`src/hdl/port_histogram_top_k_unit_defines.svh`:
```
// ----------------------------------------------------------------------------
// Port histogram top-k unit: assertion macros
// Checks are built in simulation and drop out when SYNTH is defined.
// ----------------------------------------------------------------------------
`ifndef PORT_HISTOGRAM_TOP_K_UNIT_DEFINES_SVH
`define PORT_HISTOGRAM_TOP_K_UNIT_DEFINES_SVH

`ifndef SYNTH
`define PHTK_ASSERT_IMP(label, clk, rst, ante, cons) \
  label: assert property (@(posedge clk) disable iff (rst) (ante) |-> (cons)) \
    else $error("phtk check failed");
`define PHTK_ASSERT_NXT(label, clk, rst, ante, cons) \
  label: assert property (@(posedge clk) disable iff (rst) (ante) |=> (cons)) \
    else $error("phtk check failed");
`else
`define PHTK_ASSERT_IMP(label, clk, rst, ante, cons)
`define PHTK_ASSERT_NXT(label, clk, rst, ante, cons)
`endif

`endif

```
`src/hdl/phtk_pkg.sv`:
```
// ----------------------------------------------------------------------------
// phtk_pkg
// Shared widths, codes and payload types of the port histogram top-k unit.
// ----------------------------------------------------------------------------
package phtk_pkg;

  localparam int DEF_NUM_PORTS = 1024;
  localparam int DEF_TOP_MAX   = 8;
  localparam int QUEUE_DEPTH   = 2;

  localparam int ACTION_W   = 2;
  localparam int PORT_W     = 16;
  localparam int KIND_W     = 2;
  localparam int RANK_W     = 3;
  localparam int EPORT_W    = 10;
  localparam int COUNT_W    = 32;
  localparam int TOTAL_W    = 42;
  localparam int PIU_W      = 11;
  localparam int TLIM_W     = 4;
  localparam int CFG_IDX_W  = 1;
  localparam int CFG_DATA_W = 11;

  localparam logic [ACTION_W-1:0] ACT_RECORD = 2'd0;
  localparam logic [ACTION_W-1:0] ACT_TOP    = 2'd1;
  localparam logic [ACTION_W-1:0] ACT_TOTAL  = 2'd2;

  localparam logic [KIND_W-1:0] KIND_ENTRY = 2'd0;
  localparam logic [KIND_W-1:0] KIND_EMPTY = 2'd1;
  localparam logic [KIND_W-1:0] KIND_TOTAL = 2'd2;

  localparam logic [CFG_IDX_W-1:0] REG_PORTS_IN_USE = 1'd0;
  localparam logic [CFG_IDX_W-1:0] REG_TOP_LIMIT    = 1'd1;

  localparam logic [PIU_W-1:0]  PIU_RESET  = 11'd1024;
  localparam logic [TLIM_W-1:0] TLIM_RESET = 4'd8;

  localparam logic [COUNT_W-1:0] COUNT_MAX = 32'hFFFF_FFFF;
  localparam logic [TOTAL_W-1:0] TOTAL_MAX = {TOTAL_W{1'b1}};

  typedef struct packed {
    logic [ACTION_W-1:0] action;
    logic [PORT_W-1:0]   port;
  } in_t;

  typedef struct packed {
    logic [KIND_W-1:0]  result_kind;
    logic [RANK_W-1:0]  entry_rank;
    logic [EPORT_W-1:0] entry_port;
    logic [COUNT_W-1:0] entry_count;
    logic [TOTAL_W-1:0] total_count;
    logic               last;
  } out_t;

  typedef enum logic [1:0] {
    CMD_REC,
    CMD_TOP,
    CMD_TOT
  } cmd_op_t;

  typedef struct packed {
    cmd_op_t           op;
    logic [PORT_W-1:0] port;
  } cmd_t;

endpackage

```
`src/hdl/phtk_front.sv`:
```
// ----------------------------------------------------------------------------
// phtk_front
// Holds the configuration, classifies input items and queues commands.
// ----------------------------------------------------------------------------
module phtk_front import phtk_pkg::*; #(
  parameter int NUM_PORTS = DEF_NUM_PORTS,
  parameter int TOP_MAX   = DEF_TOP_MAX,
  localparam int CNT_W    = $clog2(NUM_PORTS + 1),
  localparam int LIM_W    = $clog2(TOP_MAX + 1)
) (
  input  logic                  clk,
  input  logic                  rst,
  input  logic                  in_valid,
  output logic                  in_stall,
  input  in_t                   in_data,
  input  logic                  cfg_we,
  input  logic [CFG_IDX_W-1:0]  cfg_index,
  input  logic [CFG_DATA_W-1:0] cfg_data,
  input  logic                  clearing,
  input  logic                  q_full,
  output logic                  q_push,
  output cmd_t                  q_cmd,
  output logic [CNT_W-1:0]      active_ports,
  output logic [LIM_W-1:0]      lim
);

  localparam int CMP_W = (CNT_W > PIU_W) ? CNT_W : PIU_W;
  localparam int PC_W  = (CNT_W > PORT_W) ? CNT_W : PORT_W;
  localparam int LC_W  = (LIM_W > TLIM_W) ? LIM_W : TLIM_W;

  logic [PIU_W-1:0]  ports_in_use;
  logic [TLIM_W-1:0] top_limit;
  logic              keep;
  logic              accept;

  always_ff @(posedge clk) begin
    if (rst) begin
      ports_in_use <= PIU_RESET;
      top_limit    <= TLIM_RESET;
    end else if (cfg_we) begin
      unique case (cfg_index)
        REG_PORTS_IN_USE: ports_in_use <= cfg_data[PIU_W-1:0];
        REG_TOP_LIMIT:    top_limit    <= cfg_data[TLIM_W-1:0];
        default: ;
      endcase
    end
  end

  assign active_ports = (CMP_W'(ports_in_use) > CMP_W'(NUM_PORTS)) ?
                        CNT_W'(NUM_PORTS) : CNT_W'(ports_in_use);
  assign lim = (LC_W'(top_limit) > LC_W'(TOP_MAX)) ? LIM_W'(TOP_MAX) : LIM_W'(top_limit);

  // Classify: drop unknown actions and records of ports out of use
  always_comb begin
    keep       = 1'b0;
    q_cmd.op   = CMD_REC;
    q_cmd.port = in_data.port;
    unique case (in_data.action)
      ACT_RECORD: begin
        q_cmd.op = CMD_REC;
        keep     = PC_W'(in_data.port) < PC_W'(active_ports);
      end
      ACT_TOP: begin
        q_cmd.op = CMD_TOP;
        keep     = 1'b1;
      end
      ACT_TOTAL: begin
        q_cmd.op = CMD_TOT;
        keep     = 1'b1;
      end
      default: keep = 1'b0;
    endcase
  end

  assign in_stall = q_full || clearing;
  assign accept   = in_valid && !in_stall;
  assign q_push   = accept && keep;

endmodule

```
`config.mk`:
```
export PLATFORM = sky130hd
export DESIGN_NAME = phtk_front
export DESIGN_NICKNAME = d
export VERILOG_FILES = /design/src/hdl/port_histogram_top_k_unit_defines.svh /design/src/hdl/phtk_pkg.sv /design/src/hdl/phtk_front.sv
export SDC_FILE = /design/constraint.sdc
export NUM_CORES = 1
export LEC_CHECK = 0
export ABC_CLOCK_PERIOD_IN_PS = 7680
export BUFFER_PORTS_ARGS = -buffer_cell sky130_fd_sc_hd__buf_2
export CORE_ASPECT_RATIO = 0.8
export CORE_UTILIZATION = 35
export CTS_CLUSTER_DIAMETER = 50
export DETAILED_ROUTE_END_ITERATION = 12
export PLACE_DENSITY = 0.81
export SYNTH_ARGS = -nofsm -noshare
export SYNTH_HDL_FRONTEND = slang
export SYNTH_SLANG_ARGS = --single-unit
```
`constraint.sdc`:
```
create_clock -name clk -period 7.68 [get_ports clk]
set_clock_uncertainty 0.15 [all_clocks]
set_input_delay 1.152 -clock clk [delete_from_list [all_inputs] [get_ports clk]]
set_output_delay 1.152 -clock clk [all_outputs]
set_load 0.005 [all_outputs]
```
==> impl_metrics.ini <==
[power_and_ir_drop]
p_total_uw = 182.6
irDropWorstVdd_mv = 0.08968
leakagePower_nw = 0.7642
pwr_density_cell_nw_per_um2 = 133.0

[die]
boundaryPins = 71
die-area_um2 = 3290
num_rows = 17
die_w_um = 63.89
initial_utilization_pct = 37.90
core_um2 = 2829
die_h_um = 51.51

[clocking]
cts_made_buffers = 3
clock_sinks = 15
htreeDepth = 1
postCtsSetupBuffers = 0
cts-resized-gates = 0
cts_tree = built
ctsHoldBuffers = 0
cts_root_buffer = clkbuf_8
clk_latency_ns = 0.23
clk_path_buf_depth = 2
clk_pin_slew_ns = 0.06

[global_routing]
overflow = 0
antenna_found_initial = 0
grt.total_usage_pct = 12.81
grt_max_degree = 16
grt_pass1_vias = 827
grt_pass1_wl_um = 3360

[sta]
worstMarginPinSlew_ns = 0.7699
slew_violations = 0
finalCriticalPeriod_ns = 4.078
timing.fmax_ghz = 0.2452
fin_setup_tns_ns = 0
setup_viol = 0
hold_violations = 0
maxSlewHeadroom_pct = 48.57
hold_ws_ns = 0.2974
period_share_pct = 53.09
rsz0062_at_grt = false

[synth]
netlist_instances = 143
synth_most_common_cell = nand2_1
yosysTopAreaCell = dfxtp_1
synthFlopType = dfxtp_1
synth_top_area_share_pct = 28.00
yosysSeqAreaShare_pct = 28.00
async_reset_ff_share_pct = 0
yosysWarningCount = 0
ys_types = 24
synthesis.nets = 193
synth_edf_count = 0
yosys-top-cells-area = dfxtp_1 (28%), ha_1 (16%), nand2_1 (12%)
synth-seq-cells = 15
ys_top_cells_by_count = nand2_1 (34), a21oi_1 (16), buf_4 (16), dfxtp_1 (15), ha_1 (14)
avgSynthCellArea_um2 = 7.498
synth_area_um2 = 1072

[critical_path]
r2r_slack_ns = 6.48
start_kind = primary input
worstSetupPathType = primary input to output pin
crit_fanout = 2
end_kind = output pin
crit_family = compound AO/OA/AOI/OAI gates
cp-startpoint = in_data[9]
worst_r2r_path_depth = 3
crit_chain = buf_2 > ha_1 > a21oi_1 > nor2b_2 > or4b_1 > a2111oi_1 > buf_2
crit_buf_inv = 2
slowest_stage = or4b_1
r2r_end = ports_in_use[10]
cpPeakStageDelay_ns = 0.46
rr_startpoint = ports_in_use[10]
cp_common_cell = buf_2
arrival_ns = 2.78
required_ns = 6.38

[place]
port_buffers = 70
gp_congestion = 0.8181
post-dp-hpwl_um = 1845

[worst_hold_path]
hp-class = register to register
hold_start = top_limit[1]
hold_depth = 2
hold_end = top_limit[1]

[route]
routed_wl_um = 2190
drc = 0
wire_per_inst_um = 9.399
vias = 1024
drtIter0Drc = 16
dr.pass1.iters = 4
drt.antenna.violating_nets = 0
via_per_inst = 4.395

[finish]
synthToLayoutAreaGrowth_pct = 28.01
drive_above_1_share_pct = 39.49
fin_nets = 246
antenna_cells = 0
final_util_pct = 48.52

[flow_run]
drv_cap = 0

[status]
run_status = finished, final reports clean
==> per-stage QoR <==
step,instances,cell area [um^2],worst slack (ns)
2_1_floorplan,143,1072,3.847
3_3_place_gp,229,1328,3.598
3_5_place_dp,229,1328,3.586
4_1_cts,233,1373,3.580
5_1_grt,233,1373,3.505
6_report,233,1373,3.602
==> kinds of logic after synthesis <==
kind of cell | synth area share (%)
and+or+nand+nor | 24.16
DFF | 28.00
buffers and inverters | 17.85
AOI/OAI and AO/OA | 13.65
adders and majority gates | 16.34
==> sequential cells by signal, summed over array words and instances (netlist names) <==
name	flops
ports_in_use	11
top_limit	4
==> worst max path at each step <==
stage	endpoint	slack [ns]	cells after the start
after CTS	q_push	3.58	7
after detailed placement	q_push	3.59	7
after global routing	q_push	3.50	7
after floorplan	q_push	3.85	5
final	q_push	3.60	7
after global placement	q_push	3.60	7
==> routing by layer <==
layer / wire length [um] / part of all wire (%) / vias up / track usage, %
met4: 0 / 0 / 0 / 2.273
met1: 1107 / 51 / 431 / 18.39
li1: - / - / 557 / -
met3: 137 / 6.3 / 0 / 2.193
met2: 944 / 43 / 36 / 20.21
met5: 0 / 0 / - / 0
==> cell type report <==
| class | count | area (um^2) |
|---|---|---|
| Sequential cell | 15 | 300.3 |
| Timing Repair Buffer | 70 | 350.3 |
| Tap cell | 38 | 47.55 |
| Multi-Input combinational cell | 93 | 580.6 |
| Inverter | 13 | 48.80 |
| Clock buffer | 4 | 45.04 |
| Fill cell | 319 | 1456 |
==> cell usage in the layout (no fill, tap or decap) <==
cell type / count
buf_2: 70
nand2_1: 34
a21oi_1: 16
dfxtp_1: 15
ha_1: 14
inv_1: 13
nor2b_1: 5
nand3_1: 4
nor2_1: 3
clkbuf_8: 3
a21o_1: 2
nand4_1: 2
a211o_1: 2
or2_2: 1
nor3_2: 1
nor2b_2: 1
or4b_1: 1
o211ai_1: 1
a2111oi_0: 1
or3b_2: 1
a211oi_1: 1
a2111oi_1: 1
nand2b_1: 1
and3_1: 1
clkbuf_1: 1
==> report_power, final <==
part | internal, mW | total, mW | switching (mW)
Sequential | 0.0817 | 0.0838 | 0.00206
Clock | 0.0366 | 0.0603 | 0.0238
Combinational | 0.0192 | 0.0385 | 0.0193
==> worst reg2reg max path, delay by kind of cell, from the launching register on <==
kind                   cells  cell delay (ns)
DFF                        1             0.31
AOI/OAI and AO/OA          1             0.28
buffers and inverters      1             0.26
and+or+nand+nor            1             0.09
(Power assumes the default switching activity.)
