### src/hdl/port_histogram_top_k_unit_defines.svh
// ----------------------------------------------------------------------------
// Port histogram top-k unit: assertion macros
// Checks are built in simulation and drop out when SYNTH is defined.
// ----------------------------------------------------------------------------
`ifndef PORT_HISTOGRAM_TOP_K_UNIT_DEFINES_SVH
`define PORT_HISTOGRAM_TOP_K_UNIT_DEFINES_SVH

`ifndef SYNTH
`define PHTK_ASSERT_IMP(label, clk, rst, ante, cons) \
  label: assert property (@(posedge clk) disable iff (rst) (ante) |-> (cons)) \
    else $error("phtk check failed");
`define PHTK_ASSERT_NXT(label, clk, rst, ante, cons) \
  label: assert property (@(posedge clk) disable iff (rst) (ante) |=> (cons)) \
    else $error("phtk check failed");
`else
`define PHTK_ASSERT_IMP(label, clk, rst, ante, cons)
`define PHTK_ASSERT_NXT(label, clk, rst, ante, cons)
`endif

`endif

### src/hdl/phtk_pkg.sv
// ----------------------------------------------------------------------------
// phtk_pkg
// Shared widths, codes and payload types of the port histogram top-k unit.
// ----------------------------------------------------------------------------
package phtk_pkg;

  localparam int DEF_NUM_PORTS = 1024;
  localparam int DEF_TOP_MAX   = 8;
  localparam int QUEUE_DEPTH   = 2;

  localparam int ACTION_W   = 2;
  localparam int PORT_W     = 16;
  localparam int KIND_W     = 2;
  localparam int RANK_W     = 3;
  localparam int EPORT_W    = 10;
  localparam int COUNT_W    = 32;
  localparam int TOTAL_W    = 42;
  localparam int PIU_W      = 11;
  localparam int TLIM_W     = 4;
  localparam int CFG_IDX_W  = 1;
  localparam int CFG_DATA_W = 11;

  localparam logic [ACTION_W-1:0] ACT_RECORD = 2'd0;
  localparam logic [ACTION_W-1:0] ACT_TOP    = 2'd1;
  localparam logic [ACTION_W-1:0] ACT_TOTAL  = 2'd2;

  localparam logic [KIND_W-1:0] KIND_ENTRY = 2'd0;
  localparam logic [KIND_W-1:0] KIND_EMPTY = 2'd1;
  localparam logic [KIND_W-1:0] KIND_TOTAL = 2'd2;

  localparam logic [CFG_IDX_W-1:0] REG_PORTS_IN_USE = 1'd0;
  localparam logic [CFG_IDX_W-1:0] REG_TOP_LIMIT    = 1'd1;

  localparam logic [PIU_W-1:0]  PIU_RESET  = 11'd1024;
  localparam logic [TLIM_W-1:0] TLIM_RESET = 4'd8;

  localparam logic [COUNT_W-1:0] COUNT_MAX = 32'hFFFF_FFFF;
  localparam logic [TOTAL_W-1:0] TOTAL_MAX = {TOTAL_W{1'b1}};

  typedef struct packed {
    logic [ACTION_W-1:0] action;
    logic [PORT_W-1:0]   port;
  } in_t;

  typedef struct packed {
    logic [KIND_W-1:0]  result_kind;
    logic [RANK_W-1:0]  entry_rank;
    logic [EPORT_W-1:0] entry_port;
    logic [COUNT_W-1:0] entry_count;
    logic [TOTAL_W-1:0] total_count;
    logic               last;
  } out_t;

  typedef enum logic [1:0] {
    CMD_REC,
    CMD_TOP,
    CMD_TOT
  } cmd_op_t;

  typedef struct packed {
    cmd_op_t           op;
    logic [PORT_W-1:0] port;
  } cmd_t;

endpackage

### src/hdl/phtk_fifo.sv
// ----------------------------------------------------------------------------
// phtk_fifo
// Short command queue between the classifying front and the executing back.
// ----------------------------------------------------------------------------
`include "port_histogram_top_k_unit_defines.svh"

module phtk_fifo import phtk_pkg::*; (
  input  logic clk,
  input  logic rst,
  input  logic push,
  input  cmd_t push_cmd,
  input  logic pop,
  output cmd_t head,
  output logic empty,
  output logic full
);

  localparam int PTR_W = (QUEUE_DEPTH > 1) ? $clog2(QUEUE_DEPTH) : 1;
  localparam int FILL_W = $clog2(QUEUE_DEPTH + 1);

  cmd_t              slots [QUEUE_DEPTH];
  logic [PTR_W-1:0]  wr_ptr;
  logic [PTR_W-1:0]  rd_ptr;
  logic [FILL_W-1:0] fill;

  assign empty = (fill == '0);
  assign full  = (fill == FILL_W'(QUEUE_DEPTH));
  assign head  = slots[rd_ptr];

  always_ff @(posedge clk) begin
    if (rst) begin
      wr_ptr <= '0;
      rd_ptr <= '0;
      fill   <= '0;
    end else begin
      if (push) begin
        slots[wr_ptr] <= push_cmd;
        wr_ptr <= (wr_ptr == PTR_W'(QUEUE_DEPTH - 1)) ? '0 : wr_ptr + 1'b1;
      end
      if (pop) begin
        rd_ptr <= (rd_ptr == PTR_W'(QUEUE_DEPTH - 1)) ? '0 : rd_ptr + 1'b1;
      end
      if (push && !pop) begin
        fill <= fill + 1'b1;
      end else if (pop && !push) begin
        fill <= fill - 1'b1;
      end
    end
  end

  `PHTK_ASSERT_IMP(a_no_push_full, clk, rst, push, !full)
  `PHTK_ASSERT_IMP(a_no_pop_empty, clk, rst, pop, !empty)
  `PHTK_ASSERT_NXT(a_push_fills, clk, rst, push && !pop, !empty)

endmodule

### config.mk
export PLATFORM = sky130hd
export DESIGN_NAME = phtk_fifo
export DESIGN_NICKNAME = d
export VERILOG_FILES = /design/src/hdl/phtk_pkg.sv /design/src/hdl/phtk_fifo.sv
export VERILOG_INCLUDE_DIRS = /design/src /design/src/hdl
export SDC_FILE = /design/constraint.sdc
export NUM_CORES = 1
export LEC_CHECK = 0
export BUFFER_PORTS_ARGS = -buffer_cell sky130_fd_sc_hd__buf_2
export CAP_MARGIN = 20
export CORE_UTILIZATION = 40
export CTS_CLUSTER_DIAMETER = 50
export DETAILED_ROUTE_END_ITERATION = 7
export GPL_TIMING_DRIVEN = 0
export SLEW_MARGIN = 20
export SYNTH_ARGS = -nofsm -noshare
export SYNTH_HDL_FRONTEND = slang
export SYNTH_SLANG_ARGS = --single-unit
### constraint.sdc
create_clock -name clk -period 3.11 [get_ports clk]
set_clock_uncertainty 0.05 [all_clocks]
set_input_delay 0.311 -clock clk [delete_from_list [all_inputs] [get_ports clk]]
set_output_delay 0.311 -clock clk [all_outputs]
set_load 0.02 [all_outputs]
==> results of run 1 <==
-- registers in the layout (all words and copies together) (netlist names), named ones only --
name,count
wr_ptr,1
rd_ptr,1
fill,2
slots,36
-- routing by layer --
metal	up-vias	track usage, %	routed length (um)
met1	389	13.6	923
li1	394	-	-
met2	26	20.7	1180
met5	-	0	0
met3	4	6.52	135
met4	0	5.97	26
-- metrics by stage --
stage	instance area (um^2)	hold slack, ns
after floorplan	1510	0.330
after global placement	1770	0.429
after detailed placement	1790	0.452
after CTS	1870	0.150
after global routing	1870	0.151
final	1870	0.165
-- final timing paths --
| check | endpoint | slack [ns] | cells after the start |
|---|---|---|---|
| worst max-delay path | head[16] | 1.20 | 4 |
| worst min-delay path | slots[0][3] | 0.16 | 1 |
| worst max register to register | slots[1][4] | 1.56 | 1 |
| worst min register to register | fill[1] | 0.46 | 2 |
-- critical path, cell delays in order (launching register included) --
cell and delay, ns:
sky130_fd_sc_hd__dfxtp_1 0.30, sky130_fd_sc_hd__buf_2 0.22, sky130_fd_sc_hd__buf_4 0.23, sky130_fd_sc_hd__mux2_2 0.36, sky130_fd_sc_hd__buf_2 0.16
-- report_power, final --
group | switching, mW | internal (mW)
Clock | 0.153 | 0.151
Combinational | 0.0817 | 0.0649
Sequential | 0.00991 | 0.627
Total | 0.245 | 0.843
-- kinds of logic (layout without fill, tap and decap cells) --
group / after synthesis / in the layout / share of synthesized area [%]
simple gates: 9 / 9 / 3.32
mux: 18 / 18 / 13.4
flops: 41 / 41 / 78.3
compound gates: 2 / 2 / 0.663
xor+xnor: 4 / 4 / 2.32
buf+inv: 3 / 53 / 1.08
fa+ha+maj: 1 / 1 / 0.830
-- cell type report --
type	instances	area, um^2	area share [%]
buffer	2	12.5	0.669
clock buffer	6	72.6	3.88
clock inverter	1	3.75	0.201
inverter	1	3.75	0.201
multi-input combinational	34	315	16.9
sequential	41	1180	63.1
tap	46	57.6	3.08
timing repair buffer	43	224	12.0
-- cells in the mapped netlist --
cell / n / area (um^2)
sky130_fd_sc_hd__and2b_2: 1 / 8.76
sky130_fd_sc_hd__xor2_1: 2 / 17.5
sky130_fd_sc_hd__mux2_2: 18 / 203
sky130_fd_sc_hd__o21ai_0: 1 / 5.00
sky130_fd_sc_hd__inv_1: 1 / 3.75
sky130_fd_sc_hd__edfxtp_1: 36 / 1080
sky130_fd_sc_hd__or3_1: 1 / 6.26
sky130_fd_sc_hd__dfxtp_1: 5 / 100
sky130_fd_sc_hd__and3b_1: 1 / 8.76
sky130_fd_sc_hd__nor3b_1: 1 / 7.51
sky130_fd_sc_hd__xnor2_1: 2 / 17.5
sky130_fd_sc_hd__buf_2: 1 / 5.00
sky130_fd_sc_hd__ha_1: 1 / 12.5
sky130_fd_sc_hd__buf_4: 1 / 7.51
sky130_fd_sc_hd__nor2_1: 5 / 18.8
sky130_fd_sc_hd__a21oi_1: 1 / 5.00
==> flow_metrics.tcl, run 1 <==
set metrics [dict create \
    mostFrequentLayoutCell "sky130_fd_sc_hd__buf_2" \
    worst_ir_drop_on_vdd_v 0.000298 \
    tritoncts "done" \
    max_clock_freq_mhz 523 \
    floorplan_core_area_um2 3470 \
    number_of_post_cts_setup_repair_buffers 0 \
    finalCritPeriodShare_pct 61.5 \
    yosysSeqAreaShare_pct 78.3 \
    total_power_mw 1.09 \
    global_route.overflow_total 0 \
    replace_congestion 0.637 \
    cts_inserted_buffers 5 \
    diodes 0 \
    post_cts_resized 0 \
    number_of_buffers_on_the_longest_clock_path 2 \
    detail_route.vias_per_cell 4.67 \
    mappedNetlistNets 101 \
    yosys_register_bits 41 \
    drc_errors 0 \
    stdcell_count 174 \
    max-slew-margin-rel_pct 43.8 \
    power.density_nw_per_um2 581 \
    critPathCaptureType "output pin" \
    post_syn_area_um2 1510 \
    static-leakage-power_nw 0.720 \
    cts_sinks 41 \
    dieArea_um2 4020 \
    mapped_avg_cell_area_um2 19.3 \
    dr.first_iter.drc_count 11 \
    die_height_um 63.4 \
    floorplan.io_pins 42 \
    hold_path_startpoint "push_cmd[3]" \
    post_detail_place_hpwl_mm 1.61 \
    row_count 21 \
    worst_skew_pair.late_latency_ns 0.28 \
    port_buffers 41 \
    wire_per_inst_um 13.0 \
    final_core_util_pct 53.9 \
    cap_violations 0 \
    crit_path_start_kind "flip-flop" \
    most-common-layout-cells "sky130_fd_sc_hd__buf_2 (42), sky130_fd_sc_hd__edfxtp_1 (36), sky130_fd_sc_hd__mux2_2 (18)" \
    worstPathArrival_ns 1.55 \
    worstPathRequired_ns 2.75 \
    synthCells 78 \
    synth.distinct_cells 16 \
    timing.rr.start "wr_ptr" \
    num-fill-cells 307 \
    effective_utilization_at_floorplan_pct 43.5 \
    die_x_um 63.4 \
    setup_repair_after_global_routing_missed_its_margin "false" \
    worstHoldPathType "input pin to flip-flop" \
    num-nets-final 151 \
    cts.reportedPaths.clkPinSlew_ns 0.07 \
    crit_path_max_fanout 10 \
    finalSetupTns_ns 0 \
    grt_pass1_wl_mm 3.66 \
    grt_antenna_before_repair 0 \
    cts_root_buf "sky130_fd_sc_hd__clkbuf_8" \
    place_worst_setup_slack_ns 1.39 \
    path_class "flip-flop to output pin" \
    ys.warnings.count 0 \
    finalMaxSlewViolations 0 \
    area_delta_synth_final_pct 24.1 \
    detail_route.wirelength_mm 2.26 \
    cts_max_level 2 \
    largest_net_degree_at_the_start_of_global_routing 19 \
    postCtsHoldBufs 0 \
    route.vias.total 813 \
    setup_ws_ns 1.20 \
    grt_pass1_vias 818 \
    cell_count_after_placement 167 \
    antenna_left 0 \
    final_layout_size_suffix_gt1_share_pct 54.7 \
    final_hold_viol_count 0 \
    status "finished, final reports clean" \
    setup_violation_total_in_the_final_timing_report 0 \
    grt_use_total_pct 12.8 \
    firstDrtPassIters 4 \
    slew_worst_pin_ns 0.844 \
    fin_crit_ns 1.91 \
]
No activity file was read; power rests on OpenSTA's default activity.
==> run 2: changes to the inputs <==
--- a/config.mk
+++ b/config.mk
@@ -12,6 +12,7 @@
 export CTS_CLUSTER_DIAMETER = 50
 export DETAILED_ROUTE_END_ITERATION = 7
 export GPL_TIMING_DRIVEN = 0
+export PLACE_DENSITY = 0.66
 export SLEW_MARGIN = 20
 export SYNTH_ARGS = -nofsm -noshare
 export SYNTH_HDL_FRONTEND = slang
==> constraint.sdc (replaced) <==
create_clock -name clk -period 1.61 [get_ports clk]
set_clock_uncertainty 0.05 [all_clocks]
set_input_delay 0.161 -clock clk [delete_from_list [all_inputs] [get_ports clk]]
set_output_delay 0.161 -clock clk [all_outputs]
set_load 0.02 [all_outputs]
==> run 2 against run 1 <==
Compared with the run above:
- sequential cell count stayed put
- sequential share of layout area is 6.8 points lower
- sequential power is 93% higher
- final area is 12% higher
- global-route usage is 0.65 points higher
- first-iteration DRC count is 55% higher
==> flow_metrics.tcl, run 2 (synthesis results as in run 1) <==
set metrics [dict create \
    postCtsHoldBufs 0 \
    global_route.overflow_total 0 \
    grt_pass1_vias 883 \
    detail_route.vias_per_cell 4.71 \
    static-leakage-power_nw 0.835 \
    grt_pass1_wl_mm 3.96 \
    number_of_flip_flops_in_the_largest_register 36 \
    worstPathRequired_ns 1.40 \
    post_detail_place_hpwl_mm 1.54 \
    power.switching_mw 0.527 \
    cts_inserted_buffers 5 \
    cts_root_buf "sky130_fd_sc_hd__clkbuf_8" \
    place_worst_setup_slack_ns 0.00384 \
    die_x_um 63.4 \
    final_core_util_pct 60.6 \
    worst_skew_pair.late_latency_ns 0.28 \
    largest_net_degree_at_the_start_of_global_routing 19 \
    cts_sinks 41 \
    power_frac_seq_pct 48.4 \
    worstHoldPathType "input pin to flip-flop" \
    worst_hold_path.num_cells 1 \
    finalCritPeriodShare_pct 97.2 \
    hold-path-endpoint "slots[0][10]" \
    hold_path_startpoint "push_cmd[10]" \
    worst_ir_drop_on_vdd_v 0.000641 \
    crit_path_start_kind "flip-flop" \
    setup_repair_after_global_routing_missed_its_margin "false" \
    area_delta_synth_final_pct 39.5 \
    drc_errors 0 \
    diodes 0 \
    path_class "flip-flop to output pin" \
    combinationalPowerShare_pct 14.5 \
    dr.first_iter.drc_count 17 \
    grt_use_total_pct 13.4 \
    port_buffers 41 \
    slew_worst_pin_ns 0.429 \
    row_count 21 \
    clockPowerShare_pct 37.2 \
    finalInstanceArea_um2 2100 \
    register_containing_the_most_flip_flops_in_the_final_layout "slots" \
    route.vias.total 829 \
    ff2ff_setup_slack_ns 0.31 \
    grt_antenna_before_repair 0 \
    power_report.internal_total_mw 2.03 \
    stdcell_count 176 \
    cell_count_after_placement 165 \
    crit_path_max_fanout 5 \
    wire_per_inst_um 13.4 \
    max_clock_freq_mhz 639 \
    floorplan_core_area_um2 3470 \
    setup_ws_ns 0.0448 \
    number_of_buffers_on_the_longest_clock_path 2 \
    mostFrequentLayoutCell "sky130_fd_sc_hd__edfxtp_1" \
    worstRegToRegCells 1 \
    firstDrtPassIters 3 \
    power.density_nw_per_um2 1210 \
    critPathCaptureType "output pin" \
    finalMaxSlewViolations 0 \
    setup_violation_total_in_the_final_timing_report 0 \
    die_height_um 63.4 \
    num-nets-final 152 \
    rr_endpoint "slots[1][11]" \
    cap_violations 0 \
    final_hold_viol_count 0 \
    worstPathArrival_ns 1.35 \
    floorplan.io_pins 42 \
    replace_congestion 0.594 \
    fin_crit_ns 1.57 \
    detailed_place.area_um2 1780 \
    effective_utilization_at_floorplan_pct 43.5 \
    detail_route.wirelength_mm 2.36 \
    final_layout_size_suffix_gt1_share_pct 58.5 \
    top_regs "slots x36, fill x2" \
    tritoncts "done" \
    most-common-layout-cells "sky130_fd_sc_hd__edfxtp_1 (36), sky130_fd_sc_hd__buf_2 (31), sky130_fd_sc_hd__mux2_4 (10), sky130_fd_sc_hd__buf_6 (10), sky130_fd_sc_hd__mux2_2 (8)" \
    hold_slack_ns 0.00938 \
    dieArea_um2 4020 \
    timing.rr.start "wr_ptr" \
    swShare_pct 20.6 \
    cts_max_level 2 \
    max-slew-margin-rel_pct 71.4 \
    cts.reportedPaths.clkPinSlew_ns 0.07 \
    antenna_left 0 \
    status "finished, final reports clean" \
]
## run 2: changes by cell type in the layout (fill, tap and decap cells not counted), sizes merged
cell	delta
clkbuf	-1
bufbuf	+1
bufinv	+2
## run 2: power groups by stage
stage                     logic [mW]  clock network, mW  registers [mW]
after floorplan                0.184                  0            1.25
after CTS                      0.375              0.963            1.23
after global placement         0.274                  0            1.25
after global routing           0.394               1.00            1.24
final                          0.369              0.949            1.23
after detailed placement       0.283                  0            1.26
## run 2: metrics by stage
stage	setup TNS [ns]	power, mW
2_1_floorplan	0	1.43
3_3_place_gp	-5.61	1.53
3_5_place_dp	0	1.54
4_1_cts	-0.145	2.57
5_1_grt	0	2.64
6_report	0	2.55
## run 2: area by class of cell
class                      instances  area [um^2]
fill                             283         1370
sequential                        41         1180
multi-input combinational         34          360
timing repair buffer              45          348
clock buffer                       5         68.8
clock inverter                     3         65.1
tap                               46         57.6
buffer                             1         15.0
inverter                           1         3.75
## run 2: layer usage
layer	vias up	track usage (%)	wire [um]
met4	0	6.82	46
met5	-	0	0
met1	400	14.6	924
li1	395	-	-
met2	29	22.7	1230
met3	5	4.89	156
## run 2: repair_timing
action	CTS	global route
setup buffers	2	1
resized for setup	35	2
endpoints found under the hold margin	0	0
cloned	1	0
endpoints found under the setup margin	28	52
pin swaps	1	1
## run 2: worst max path at each step
stage / to / slack (ns) / cells after the start
4_1_cts: head[1] / -0.02 / 4
3_3_place_gp: slots[0][6] / -0.31 / 1
2_1_floorplan: slots[0][0] / 0.05 / 1
3_5_place_dp: slots[0][6] / 0.004 / 1
5_1_grt: head[13] / 0.01 / 3
6_report: head[13] / 0.04 / 3
## run 2: worst max-delay path, cell delays in order, from the launching register on
cell and delay, ns:
sky130_fd_sc_hd__dfxtp_4 0.37, sky130_fd_sc_hd__bufbuf_16 0.26, sky130_fd_sc_hd__mux2_4 0.30, sky130_fd_sc_hd__buf_6 0.13
